File: config.mk
export PLATFORM = sky130hd
export DESIGN_NAME = charger_led_blink_sequencer_top
export DESIGN_NICKNAME = d
export VERILOG_FILES = /design/src/sv/clbs_pkg.sv /design/src/sv/charger_led_blink_sequencer_top.sv
export VERILOG_INCLUDE_DIRS = /design/src /design/src/sv
export SDC_FILE = /design/constraint.sdc
export NUM_CORES = 1
export LEC_CHECK = 0
export BUFFER_PORTS_ARGS = -buffer_cell sky130_fd_sc_hd__buf_2
export CAP_MARGIN = 40
export CORE_MARGIN = 5
export CORE_UTILIZATION = 58
export DETAILED_ROUTE_END_ITERATION = 10
export PLACE_DENSITY = 0.75
export SYNTH_ARGS = -nofsm -noshare
export SYNTH_HDL_FRONTEND = slang
export SYNTH_SLANG_ARGS = --single-unit
File: constraint.sdc
create_clock -name clk -period 3.2 [get_ports clk]
set_input_delay 0.16 -clock clk [delete_from_list [all_inputs] [get_ports clk]]
set_output_delay 0.16 -clock clk [all_outputs]
set_load 0.05 [all_outputs]
File: src/sv/charger_led_blink_sequencer_top_macros.svh
// Assertion helpers for the LED blink sequencer.
// All checks are clocked on clk and switched off while rst_n is low.
`ifndef CHARGER_LED_BLINK_SEQUENCER_TOP_MACROS_SVH
`define CHARGER_LED_BLINK_SEQUENCER_TOP_MACROS_SVH

// Same-cycle implication
`define CLBS_ASSERT_NOW(lbl, ante, cons, msg) \
  lbl: assert property (@(posedge clk) disable iff (!rst_n) (ante) |-> (cons)) \
    else $error(msg);

// Next-cycle implication
`define CLBS_ASSERT_NEXT(lbl, ante, cons, msg) \
  lbl: assert property (@(posedge clk) disable iff (!rst_n) (ante) |=> (cons)) \
    else $error(msg);

`endif

File: src/sv/clbs_pkg.sv
package clbs_pkg;

  // Battery class codes
  typedef enum logic [1:0] {
    CLS_OTHER    = 2'd0,
    CLS_CHARGING = 2'd1,
    CLS_FULL     = 2'd2,
    CLS_ERROR    = 2'd3
  } batt_class_t;

  // Configuration register indexes
  localparam int unsigned CFG_ADDR_W = 3;
  localparam int unsigned CFG_DATA_W = 8;

  localparam logic [CFG_ADDR_W-1:0] REG_CHARGE_DISPLAY_EN = 3'd0;
  localparam logic [CFG_ADDR_W-1:0] REG_CHARGE_BLINK_LIM  = 3'd1;
  localparam logic [CFG_ADDR_W-1:0] REG_ERROR_BLINK_LIM   = 3'd2;
  localparam logic [CFG_ADDR_W-1:0] REG_INTRO_LIM         = 3'd3;
  localparam logic [CFG_ADDR_W-1:0] REG_ROTATE_ON_LIM     = 3'd4;
  localparam logic [CFG_ADDR_W-1:0] REG_ROTATE_OFF_LIM    = 3'd5;

  // Register reset values
  localparam logic [7:0] RST_CHARGE_BLINK_LIM = 8'd100;
  localparam logic [7:0] RST_ERROR_BLINK_LIM  = 8'd10;
  localparam logic [7:0] RST_INTRO_LIM        = 8'd100;
  localparam logic [7:0] RST_ROTATE_ON_LIM    = 8'd50;
  localparam logic [7:0] RST_ROTATE_OFF_LIM   = 8'd200;

  localparam int unsigned NUM_LEDS = 4;

endpackage

File: src/sv/charger_led_blink_sequencer_top.sv
// Battery LED blink sequencer.
// Each accepted input word gives a registered result word.
// One word per cycle unless stalled; the tick update is one pass of
// compare and increment logic ahead of the state and result registers.
// Reset (rst_n low, synchronous): LEDs off, counters and phases cleared,
// intro pending, registers back to their defaults.
module charger_led_blink_sequencer_top (
  input  logic                                clk,
  input  logic                                rst_n,
  input  logic                                in_valid,
  output logic                                in_stall,
  input  logic                                in_charging_mode,
  input  logic                                in_output_normal,
  input  logic [1:0]                          in_battery0_class,
  input  logic [1:0]                          in_battery1_class,
  input  logic [1:0]                          in_battery2_class,
  input  logic [1:0]                          in_battery3_class,
  output logic                                out_valid,
  input  logic                                out_stall,
  output logic [3:0]                          out_led_lit,
  input  logic                                cfg_we,
  input  logic [clbs_pkg::CFG_ADDR_W-1:0]     cfg_addr,
  input  logic [clbs_pkg::CFG_DATA_W-1:0]     cfg_wdata
);

  `include "charger_led_blink_sequencer_top_macros.svh"

  // Configuration registers
  logic       chg_en_r;
  logic [7:0] chg_lim_r;
  logic [7:0] err_lim_r;
  logic [7:0] intro_lim_r;
  logic [7:0] rot_on_lim_r;
  logic [7:0] rot_off_lim_r;

  // Sequencer state
  logic [3:0] led_latch_r,      led_latch_nxt;
  logic       charge_phase_r,   charge_phase_nxt;
  logic [7:0] charge_ticks_r,   charge_ticks_nxt;
  logic       error_phase_r,    error_phase_nxt;
  logic [7:0] error_ticks_r,    error_ticks_nxt;
  logic [7:0] mode_ticks_r,     mode_ticks_nxt;
  logic       intro_done_r,     intro_done_nxt;
  logic       rotate_started_r, rotate_started_nxt;
  logic [1:0] rotate_index_r,   rotate_index_nxt;
  logic       rotate_lit_r,     rotate_lit_nxt;
  logic       out_valid_r;

  logic [1:0] cls [clbs_pkg::NUM_LEDS];
  logic [7:0] chg_inc;
  logic [7:0] err_inc;
  logic [7:0] mode_inc;
  logic       in_acc;

  assign cls[0] = in_battery0_class;
  assign cls[1] = in_battery1_class;
  assign cls[2] = in_battery2_class;
  assign cls[3] = in_battery3_class;

  // Result word is the latch itself; it only moves when a word is taken
  assign in_stall    = out_valid_r && out_stall;
  assign in_acc      = in_valid && !in_stall;
  assign out_valid   = out_valid_r;
  assign out_led_lit = led_latch_r;

  assign chg_inc  = charge_ticks_r + 8'd1;
  assign err_inc  = error_ticks_r + 8'd1;
  assign mode_inc = mode_ticks_r + 8'd1;

  // Tick update
  always_comb begin
    led_latch_nxt      = led_latch_r;
    charge_phase_nxt   = charge_phase_r;
    charge_ticks_nxt   = charge_ticks_r;
    error_phase_nxt    = error_phase_r;
    error_ticks_nxt    = error_ticks_r;
    mode_ticks_nxt     = mode_ticks_r;
    intro_done_nxt     = intro_done_r;
    rotate_started_nxt = rotate_started_r;
    rotate_index_nxt   = rotate_index_r;
    rotate_lit_nxt     = rotate_lit_r;

    if (in_charging_mode) begin
      // slow blink for charging and full, full stays lit in the dark phase
      if (chg_en_r) begin
        for (int n = 0; n < clbs_pkg::NUM_LEDS; n++) begin
          if (!charge_phase_r) begin
            if (cls[n] == clbs_pkg::CLS_CHARGING || cls[n] == clbs_pkg::CLS_FULL) begin
              led_latch_nxt[n] = 1'b1;
            end
          end else if (cls[n] == clbs_pkg::CLS_CHARGING) begin
            led_latch_nxt[n] = 1'b0;
          end
        end
        if (chg_inc > chg_lim_r) begin
          charge_ticks_nxt = '0;
          charge_phase_nxt = !charge_phase_r;
        end else begin
          charge_ticks_nxt = chg_inc;
        end
      end
      // fast blink for errors
      for (int n = 0; n < clbs_pkg::NUM_LEDS; n++) begin
        if (cls[n] == clbs_pkg::CLS_ERROR) begin
          led_latch_nxt[n] = !error_phase_r;
        end
      end
      if (err_inc >= err_lim_r) begin
        error_ticks_nxt = '0;
        error_phase_nxt = !error_phase_r;
      end else begin
        error_ticks_nxt = err_inc;
      end
    end else begin
      mode_ticks_nxt = mode_inc;
      if (!intro_done_r) begin
        // all-on intro
        if (mode_inc > intro_lim_r) begin
          led_latch_nxt  = '0;
          intro_done_nxt = 1'b1;
          mode_ticks_nxt = '0;
        end else begin
          led_latch_nxt = '1;
        end
      end else if (in_output_normal) begin
        // single rotating LED
        if (!rotate_started_r) begin
          rotate_started_nxt = 1'b1;
          rotate_index_nxt   = '0;
          rotate_lit_nxt     = 1'b1;
          led_latch_nxt[0]   = 1'b1;
        end else if (rotate_lit_r) begin
          if (mode_inc > rot_on_lim_r) begin
            led_latch_nxt[rotate_index_r] = 1'b0;
            rotate_index_nxt = rotate_index_r + 2'd1;
            mode_ticks_nxt   = '0;
            rotate_lit_nxt   = 1'b0;
          end
        end else if (mode_inc > rot_off_lim_r) begin
          led_latch_nxt[rotate_index_r] = 1'b1;
          rotate_lit_nxt = 1'b1;
          mode_ticks_nxt = '0;
        end
      end
    end
  end

  // State, result valid and configuration
  always_ff @(posedge clk) begin
    if (!rst_n) begin
      chg_en_r         <= 1'b1;
      chg_lim_r        <= clbs_pkg::RST_CHARGE_BLINK_LIM;
      err_lim_r        <= clbs_pkg::RST_ERROR_BLINK_LIM;
      intro_lim_r      <= clbs_pkg::RST_INTRO_LIM;
      rot_on_lim_r     <= clbs_pkg::RST_ROTATE_ON_LIM;
      rot_off_lim_r    <= clbs_pkg::RST_ROTATE_OFF_LIM;
      led_latch_r      <= '0;
      charge_phase_r   <= 1'b0;
      charge_ticks_r   <= '0;
      error_phase_r    <= 1'b0;
      error_ticks_r    <= '0;
      mode_ticks_r     <= '0;
      intro_done_r     <= 1'b0;
      rotate_started_r <= 1'b0;
      rotate_index_r   <= '0;
      rotate_lit_r     <= 1'b0;
      out_valid_r      <= 1'b0;
    end else begin
      if (cfg_we) begin
        unique case (cfg_addr)
          clbs_pkg::REG_CHARGE_DISPLAY_EN: chg_en_r      <= cfg_wdata[0];
          clbs_pkg::REG_CHARGE_BLINK_LIM:  chg_lim_r     <= cfg_wdata;
          clbs_pkg::REG_ERROR_BLINK_LIM:   err_lim_r     <= cfg_wdata;
          clbs_pkg::REG_INTRO_LIM:         intro_lim_r   <= cfg_wdata;
          clbs_pkg::REG_ROTATE_ON_LIM:     rot_on_lim_r  <= cfg_wdata;
          clbs_pkg::REG_ROTATE_OFF_LIM:    rot_off_lim_r <= cfg_wdata;
          default: ;
        endcase
      end
      if (in_acc) begin
        led_latch_r      <= led_latch_nxt;
        charge_phase_r   <= charge_phase_nxt;
        charge_ticks_r   <= charge_ticks_nxt;
        error_phase_r    <= error_phase_nxt;
        error_ticks_r    <= error_ticks_nxt;
        mode_ticks_r     <= mode_ticks_nxt;
        intro_done_r     <= intro_done_nxt;
        rotate_started_r <= rotate_started_nxt;
        rotate_index_r   <= rotate_index_nxt;
        rotate_lit_r     <= rotate_lit_nxt;
        out_valid_r      <= 1'b1;
      end else if (!out_stall) begin
        out_valid_r      <= 1'b0;
      end
    end
  end

  // Checks
  `CLBS_ASSERT_NEXT(a_result_follows, in_acc, out_valid_r, "no result after accepted word")
  `CLBS_ASSERT_NOW(a_no_rotate_in_intro, !intro_done_r, !rotate_started_r, "rotation before intro end")
  `CLBS_ASSERT_NEXT(a_mode_held_charging, in_acc && in_charging_mode, $stable(mode_ticks_r), "mode counter moved while charging")
  `CLBS_ASSERT_NEXT(a_blink_held_idle, in_acc && !in_charging_mode, $stable(error_ticks_r) && $stable(charge_ticks_r), "blink counters moved outside charging")
  `CLBS_ASSERT_NEXT(a_rotate_one_led, in_acc && !in_charging_mode && intro_done_r, $countones(led_latch_r ^ $past(led_latch_r)) <= 1, "rotation changed more than one LED")

endmodule

==> summary.txt, run 1 <==
Setup path
  – WP depth: 11
  – CP delay by family, top: simple AND/OR/NAND/NOR gates
  – Worst R2R Path Depth: 11
  – Worst setup EP type: flop
  – CP Launch Type: flop
  – CP dominant cell by count: and3_1
  – Worst r2r src: mode_ticks_r[0]
  – CP Buf/Inv Count: 0
  – CP max stage delay: 0.48 ns
  – Reg2reg end: mode_ticks_r[0]
  – Critical path's slowest cell: or4_1
  – Worst R2R Setup Slack: 0.30 ns
  – Crit path kind: reg2reg
  – Arr. time, crit path: 3.19 ns
  – Critical path, cell by cell: and3_1 > and3_1 > nand3_1 > xnor2_2 > ha_1 > a21oi_1 > o21ai_0 > o21ai_4 > a21oi_2 > or4_1 > a21boi_1
  – CP Data Required Time: 3.49 ns
  – Worst-path maximum fanout: 8

Floorplanning
  – Horiz. Die Dim: 100 um
  – Die Area: 0.0100 mm2
  – Total core area: 0.00781 mm2
  – Chip Height: 100 um
  – Initial Util: 60.2%
  – I/O pins: 32
  – Row cnt: 32

Logic synthesis
  – YS warnings: 0
  – EDFF count, synth: 0
  – Yosys reg bits: 77
  – Register area share after synthesis: 32.8%
  – Mean Syn Cell Area: 8.04 um2
  – Mapped Nets: 658
  – Ys async rst share: 0%
  – Synthesized area: 0.00470 mm2
  – Top FF cell, synth: dfxtp_1
  – Syn Inst Count: 585
  – Synth cell types: 57

STA
  – F_max: 0.345 GHz
  – Final setup viols: 0
  – Slew Viols, Final: 0
  – Final min period: 2.90 ns
  – Worst Hold Slack: 0.0497 ns
  – Worst Max-Slew Pin Slew: 0.599 ns
  – RSZ-0062 raised after global routing: no
  – Clock Skew: 0.0203 ns
  – Final worst-path cycle share: 90.6%
  – Setup TNS: 0 ns
  – Slew HR: 59.9%
  – Hold Fails Final Rpt: 0

GRT
  – GRT Overall Usage: 23.0%
  – Initial antenna violation count: 0
  – Routing usage on met1: 28.0%
  – Met3 Usage GRT: 4.38%
  – Pin count of the biggest net entering global routing: 35
  – Gr busiest metal: met2
  – Total gr overflow: 0
  – Vias in the first global route: 3,969
  – Met2 Resource Use GR: 40.8%
  – First-pass GRT wire length: 18.4 mm

Hold path
  – Hold EP: out_valid
  – Worst Hold Depth: 2
  – Type of the tightest min-delay check: in2reg
  – Hold Crit Start: in_valid

Finish
  – Filler cells: 698
  – Share of cells above drive strength 1: 12.4%
  – Antenna cells: 0
  – Multi-input logic area: 0.00294 mm2
  – Fin nets: 683
  – FF+latch area: 0.00154 mm2
  – Area delta synth->final: 10.2%

Power
  – Leak Pwr: 2.25 nW
  – Pwr dens: 393 mW/mm2
  – Peak supply drop: 0.000321 V

Routing
  – Avg Vias per Cell: 5.77
  – DR pass1 iterations: 5
  – Antenna Nets Post-Route: 0
  – Via count: 4,134
  – Final WL: 10.9 mm
  – Starting DRT DRC Count: 193
  – DRC Markers: 0
  – WL/cell: 15.3 um

Placed design
  – Count of port buffers added during placement: 31
  – HPWL Detailed: 8.28 mm
  – GPL Wtd Cong: 0.861

Clocking
  – Clk sinks: 77
  – CTS buffer count: 9
  – Worst skew pair latency: 0.36 ns
  – Clk slew on worst S/H paths: 0.08 ns
  – CTS max path bufs: 2
  – Number of H-tree levels: 3
  – Root buffer cell: clkbuf_8
  – CTS tree: yes
  – Hold_buf cts: 0

Flow run
  – Max Cap Viol: 0

Outcome
  – Status: completed
## synth_stat cells, types with 12 or more instances
master | number | area [um2]
a21boi_0 | 33 | 248
a21oi_1 | 23 | 115
clkbuf_1 | 17 | 63.8
dfxtp_1 | 77 | 1540
ha_1 | 47 | 588
inv_1 | 41 | 154
nand2_1 | 122 | 458
nand3_1 | 21 | 105
nor2_1 | 20 | 75.1
nor2b_1 | 16 | 100
o211ai_1 | 15 | 113
o21ai_0 | 23 | 115
xor2_1 | 12 | 105
## through the flow
step / util (%) / instances / worst slack, ns / power, mW / area (um2)
3_3_place_gp: 63.2 / 700 / 0.217 / 1.22 / 4930
5_1_grt: 66.4 / 717 / 0.0241 / 2.12 / 5180
6_report: 66.4 / 717 / 0.300 / 2.04 / 5180
4_1_cts: 66.1 / 717 / 0.0582 / 2.05 / 5160
2_1_floorplan: - / 585 / 0.485 / 1.16 / 4700
3_5_place_dp: 63.2 / 701 / 0.129 / 1.23 / 4940
## worst reg2reg max path: stages, from the launching register on
cell and delay (ns):
dfxtp_2 0.43, and3_1 0.20, and3_1 0.24, nand3_1 0.14
xnor2_2 0.23, ha_1 0.31, a21oi_1 0.15, o21ai_0 0.15
o21ai_4 0.25, a21oi_2 0.13, or4_1 0.48, a21boi_1 0.12
## sequential cells by signal (all words and copies together), names as in the netlist, 8 cells and up, named ones only
signal,cells
rot_off_lim_r,8
intro_lim_r,8
rot_on_lim_r,8
chg_lim_r,8
err_lim_r,8
mode_ticks_r,8
error_ticks_r,8
charge_ticks_r,8
## per-layer routing
layer,share of wire [%],routed length [um],vias up
met2,52,5650,77
met4,1.9,208,0
li1,-,-,2082
met3,4.1,452,21
met1,42,4630,1954
met5,0,0,-
## layout make-up
class	instances	share of cell area, %
flip-flops and latches	77	29.8
multi-input cells	444	56.7
repair buffers	37	3.81
well taps	102	2.46
inverters	41	2.97
clock inverters	7	1.91
clock buffers	9	2.39
## logic make-up (layout without fill, tap and decap cells)
logic type,after synthesis,in the layout,share of synthesized area [%]
AO/OA/AOI/OAI,137,137,20.5
XOR/XNOR,19,19,3.54
adder cells (fa/ha/maj),47,47,12.5
buffers and inverters,64,94,5.21
flip-flops,77,77,32.8
multiplexers,10,10,2.23
AND/OR/NAND/NOR,231,231,23.2
## cell usage in the layout, fill, tap and decap left out, drive strengths merged, types with 2 or more instances in the layout
| master | synthesis | layout |
|---|---|---|
| a21boi | 35 | 35 |
| a21o | 2 | 2 |
| a21oi | 25 | 25 |
| a221o | 4 | 4 |
| a22o | 3 | 3 |
| a31oi | 6 | 6 |
| a32o | 3 | 3 |
| and2 | 6 | 6 |
| and3 | 10 | 10 |
| buf | 6 | 37 |
| bufinv | 0 | 2 |
| clkbuf | 17 | 9 |
| clkinv | 0 | 3 |
| dfxtp | 77 | 77 |
| ha | 47 | 47 |
| inv | 41 | 42 |
| mux2 | 4 | 4 |
| mux2i | 6 | 6 |
| nand2 | 122 | 122 |
| nand2b | 5 | 5 |
| nand3 | 21 | 21 |
| nand4 | 11 | 11 |
| nand4b | 3 | 3 |
| nor2 | 20 | 20 |
| nor2b | 17 | 17 |
| nor3 | 4 | 4 |
| o211ai | 17 | 17 |
| o21a | 5 | 5 |
| o21ai | 26 | 26 |
| o22ai | 3 | 3 |
| or3 | 6 | 6 |
| xnor2 | 7 | 7 |
| xor2 | 12 | 12 |
## report_power, final
group          total [mW]  leakage [nW]  switching (mW)  internal, mW
clock               0.834         0.110           0.390         0.443
sequential          0.996         0.626          0.0151         0.981
combinational       0.210          1.51           0.135        0.0741
total                2.04          2.25           0.541          1.50
## worst max path at each step
| stage | start | end | slack, ns |
|---|---|---|---|
| after CTS | mode_ticks_r[0] | mode_ticks_r[3] | 0.06 |
| after detailed placement | mode_ticks_r[0] | mode_ticks_r[2] | 0.13 |
| after floorplan | mode_ticks_r[0] | mode_ticks_r[0] | 0.48 |
| final | mode_ticks_r[0] | mode_ticks_r[0] | 0.30 |
| after global routing | mode_ticks_r[0] | mode_ticks_r[0] | 0.02 |
| after global placement | mode_ticks_r[0] | mode_ticks_r[3] | 0.22 |
## repair_timing
action	4_1_cts	5_1_grt
buffers inserted	0	0
endpoints found under the hold margin	0	0
resized for setup	0	5
setup endpoints to repair	0	13
(Power assumes the default switching activity.)
==> inputs of run 2 (changes only) <==
--- a/config.mk
+++ b/config.mk
@@ -9,9 +9,9 @@
 export BUFFER_PORTS_ARGS = -buffer_cell sky130_fd_sc_hd__buf_2
 export CAP_MARGIN = 40
 export CORE_MARGIN = 5
-export CORE_UTILIZATION = 58
+export CORE_UTILIZATION = 55
 export DETAILED_ROUTE_END_ITERATION = 10
-export PLACE_DENSITY = 0.75
+export PLACE_DENSITY = 0.72
 export SYNTH_ARGS = -nofsm -noshare
 export SYNTH_HDL_FRONTEND = slang
 export SYNTH_SLANG_ARGS = --single-unit
==> run 2 against run 1 <==
Net effect:
- sequential share of layout area increased by 0.055 points
- global-route usage shrank 0.97 points
- via count decreased by 0.77%
- utilization fell by 3.8 points
- setup slack worse by 0.059 ns
- register-to-register slack worse by 0.06 ns
- count of clock-buffer cells in the layout is the same
- hold slack got worse by 0.0072 ns
- final cell count up 0.42%
- largest power group unchanged
==> summary.txt, run 2 (synthesis results as in run 1) <==
Routing
  – WL/cell: 15.1 um (-1.4%)
  – DRC Markers: 0 (unchanged)
  – Antenna Nets Post-Route: 0 (unchanged)
  – Final WL: 10.8 mm (-0.94%)
  – Avg Vias per Cell: 5.70 (-1.2%)
  – Starting DRT DRC Count: 170 (-12%)
  – Via count: 4,102 (-0.77%)
  – DR pass1 iterations: 4 (-1)

Finish
  – Commonest non-fill, non-tap cells in the layout: 122 x nand2_1, 76 x dfxtp_1, 47 x ha_1
  – Fin nets: 683 (unchanged)
  – Antenna cells: 0 (unchanged)
  – Area delta synth->final: 9.92%
  – Most common cell after layout, fill and taps aside: nand2_1
  – Share of cells above drive strength 1: 12.4% (unchanged)

Floorplanning
  – I/O pins: 32 (unchanged)
  – Horiz. Die Dim: 102 um (+2.4%)
  – Die Area: 0.0105 mm2 (+4.9%)
  – Row cnt: 33 (+3.1%)
  – Chip Height: 102 um (+2.4%)
  – Initial Util: 57.0% (-3.3 points)
  – Total core area: 0.00826 mm2 (+5.8%)

Clocking
  – Clk sinks: 77 (unchanged)
  – Hold_buf cts: 0 (unchanged)
  – CTS max path bufs: 2 (unchanged)
  – Worst skew pair latency: 0.36 ns (about the same)
  – CTS tree: yes
  – Clk slew on worst S/H paths: 0.09 ns (about the same)
  – CTS buffer count: 9 (unchanged)
  – Number of H-tree levels: 3 (unchanged)
  – Root buffer cell: clkbuf_8

Setup path
  – CP max stage delay: 0.48 ns (about the same)
  – CP Data Required Time: 3.49 ns (about the same)
  – Critical path's slowest cell: or4_1
  – Crit path kind: reg2reg
  – Worst setup EP type: flop
  – Worst r2r src: mode_ticks_r[2]
  – Worst R2R Path Depth: 11 (unchanged)
  – Worst R2R Setup Slack: 0.24 ns (-0.06 ns)
  – Reg2reg end: mode_ticks_r[0]
  – Worst-path maximum fanout: 6 (-2)
  – CP dominant cell by count: and3_1
  – Critical path, cell by cell: and3_1 > and3_1 > nand3_1 > xnor2_2 > ha_1 > a21oi_1 > o21ai_0 > o21ai_2 > a21oi_2 > or4_1 > a21boi_1
  – CP Launch Type: flop
  – Arr. time, crit path: 3.25 ns (+0.06 ns)

GRT
  – Pin count of the biggest net entering global routing: 63 (+80%)
  – Total gr overflow: 0 (unchanged)
  – GRT Overall Usage: 22.0% (-0.97 points)
  – First-pass GRT wire length: 18.4 mm (about the same)
  – Vias in the first global route: 3,941 (-0.71%)
  – Initial antenna violation count: 0 (unchanged)

Power
  – Register share of total power: 51.6% (+2.8 points)
  – Net Sw Frac: 29.7% (+3.1 points)
  – Leak Pwr: 2.23 nW (-0.87%)
  – Clock share of power: 37.5% (-3.4 points)
  – Pwr dens: 373 mW/mm2 (-5.2%)
  – Peak supply drop: 0.000214 V (-33%)
  – Sw power: 0.572 mW (+5.8%)
  – Int Pwr: 1.36 mW (-9.5%)
  – Comb power frac: 10.9% (+0.6 points)

STA
  – Slew Viols, Final: 0 (unchanged)
  – Final worst-path cycle share: 92.5% (+1.8 points)
  – Final setup viols: 0 (unchanged)
  – Worst Max-Slew Pin Slew: 0.625 ns (+0.0253 ns)
  – Clock Skew: 0.0169 ns (-0.00340 ns)
  – Hold Fails Final Rpt: 0 (unchanged)
  – Setup ws final: 0.241 ns (-0.0592 ns)
  – Slew HR: 58.2% (-1.7 points)
  – F_max: 0.338 GHz (-2.0%)
  – Final min period: 2.96 ns (+0.0592 ns)
  – Worst Hold Slack: 0.0425 ns (-0.00724 ns)

Placed design
  – GPL Wtd Cong: 0.896 (+4.1%)
  – Dpl ws: 0.0912 ns (-0.0383 ns)
  – Count of port buffers added during placement: 31 (unchanged)
  – HPWL Detailed: 8.09 mm (-2.3%)

Hold path
  – Worst Hold Depth: 2 (unchanged)
  – Hold Crit Start: in_valid
  – Hold EP: out_valid
  – Type of the tightest min-delay check: in2reg

Outcome
  – Status: completed

Flow run
  – Max Cap Viol: 0 (unchanged)
run 2: cell count changes in the layout (fill, tap and decap cells not counted), sizes merged:
cell,delta
clkinvlp,+1
clkinv,-3
bufinv,-2
inv,+4
run 2: per-stage QoR:
stage	util (%)	cell area, um2	instances	total power, mW	setup TNS [ns]
2_1_floorplan	-	4700	585	1.16	0
3_3_place_gp	59.7	4930	700	1.22	0
3_5_place_dp	59.7	4930	700	1.23	0
4_1_cts	61.9	5110	716	1.94	0
5_1_grt	62.6	5170	720	2.01	-0.0409
6_report	62.6	5170	720	1.93	0
run 2: worst max-delay path, delay by kind of cell, from the launching register on:
family                     cells  cell delay, ns
adders and majority gates      1            0.32
AOI/OAI and AO/OA              5            0.79
xor gates and xnor gates       1            0.30
DFF                            1            0.42
and+or+nand+nor                4            1.06
run 2: how the worst max path moves through the flow:
stage	slack (ns)	end	start
6_report	0.24	mode_ticks_r[0]	mode_ticks_r[2]
5_1_grt	-0.02	flop	mode_ticks_r[0]
4_1_cts	0.05	mode_ticks_r[2]	mode_ticks_r[0]
3_5_place_dp	0.09	mode_ticks_r[4]	mode_ticks_r[0]
3_3_place_gp	0.19	mode_ticks_r[3]	mode_ticks_r[0]
2_1_floorplan	0.48	mode_ticks_r[0]	mode_ticks_r[0]
run 2: repair_timing:
item	in CTS	in global routing
gates resized for setup	0	6
setup endpoints to repair	0	13
setup buffers	0	4
run 2: layout make-up:
| class | count | area (um2) |
|---|---|---|
| clock buffers | 9 | 124 |
| clock inverters | 7 | 63.8 |
| fillers | 756 | 3090 |
| inverters | 41 | 154 |
| multi-input cells | 444 | 2940 |
| flip-flops and latches | 77 | 1540 |
| well taps | 105 | 131 |
| repair buffers | 37 | 213 |
run 2: metal layers:
layer  GRT usage, %  part of all wire [%]
met4           8.07                   2.2
met3           3.07                   4.5
met5              0                     0
met2           37.1                    48
met1           28.6                    46
run 2: power groups by stage:
| stage | Clock, mW | Combinational (mW) | Sequential [mW] |
|---|---|---|---|
| 2_1_floorplan | 0 | 0.124 | 1.03 |
| 3_3_place_gp | 0 | 0.206 | 1.02 |
| 3_5_place_dp | 0 | 0.209 | 1.02 |
| 4_1_cts | 0.732 | 0.210 | 0.995 |
| 5_1_grt | 0.783 | 0.233 | 0.998 |
| 6_report | 0.723 | 0.211 | 0.995 |
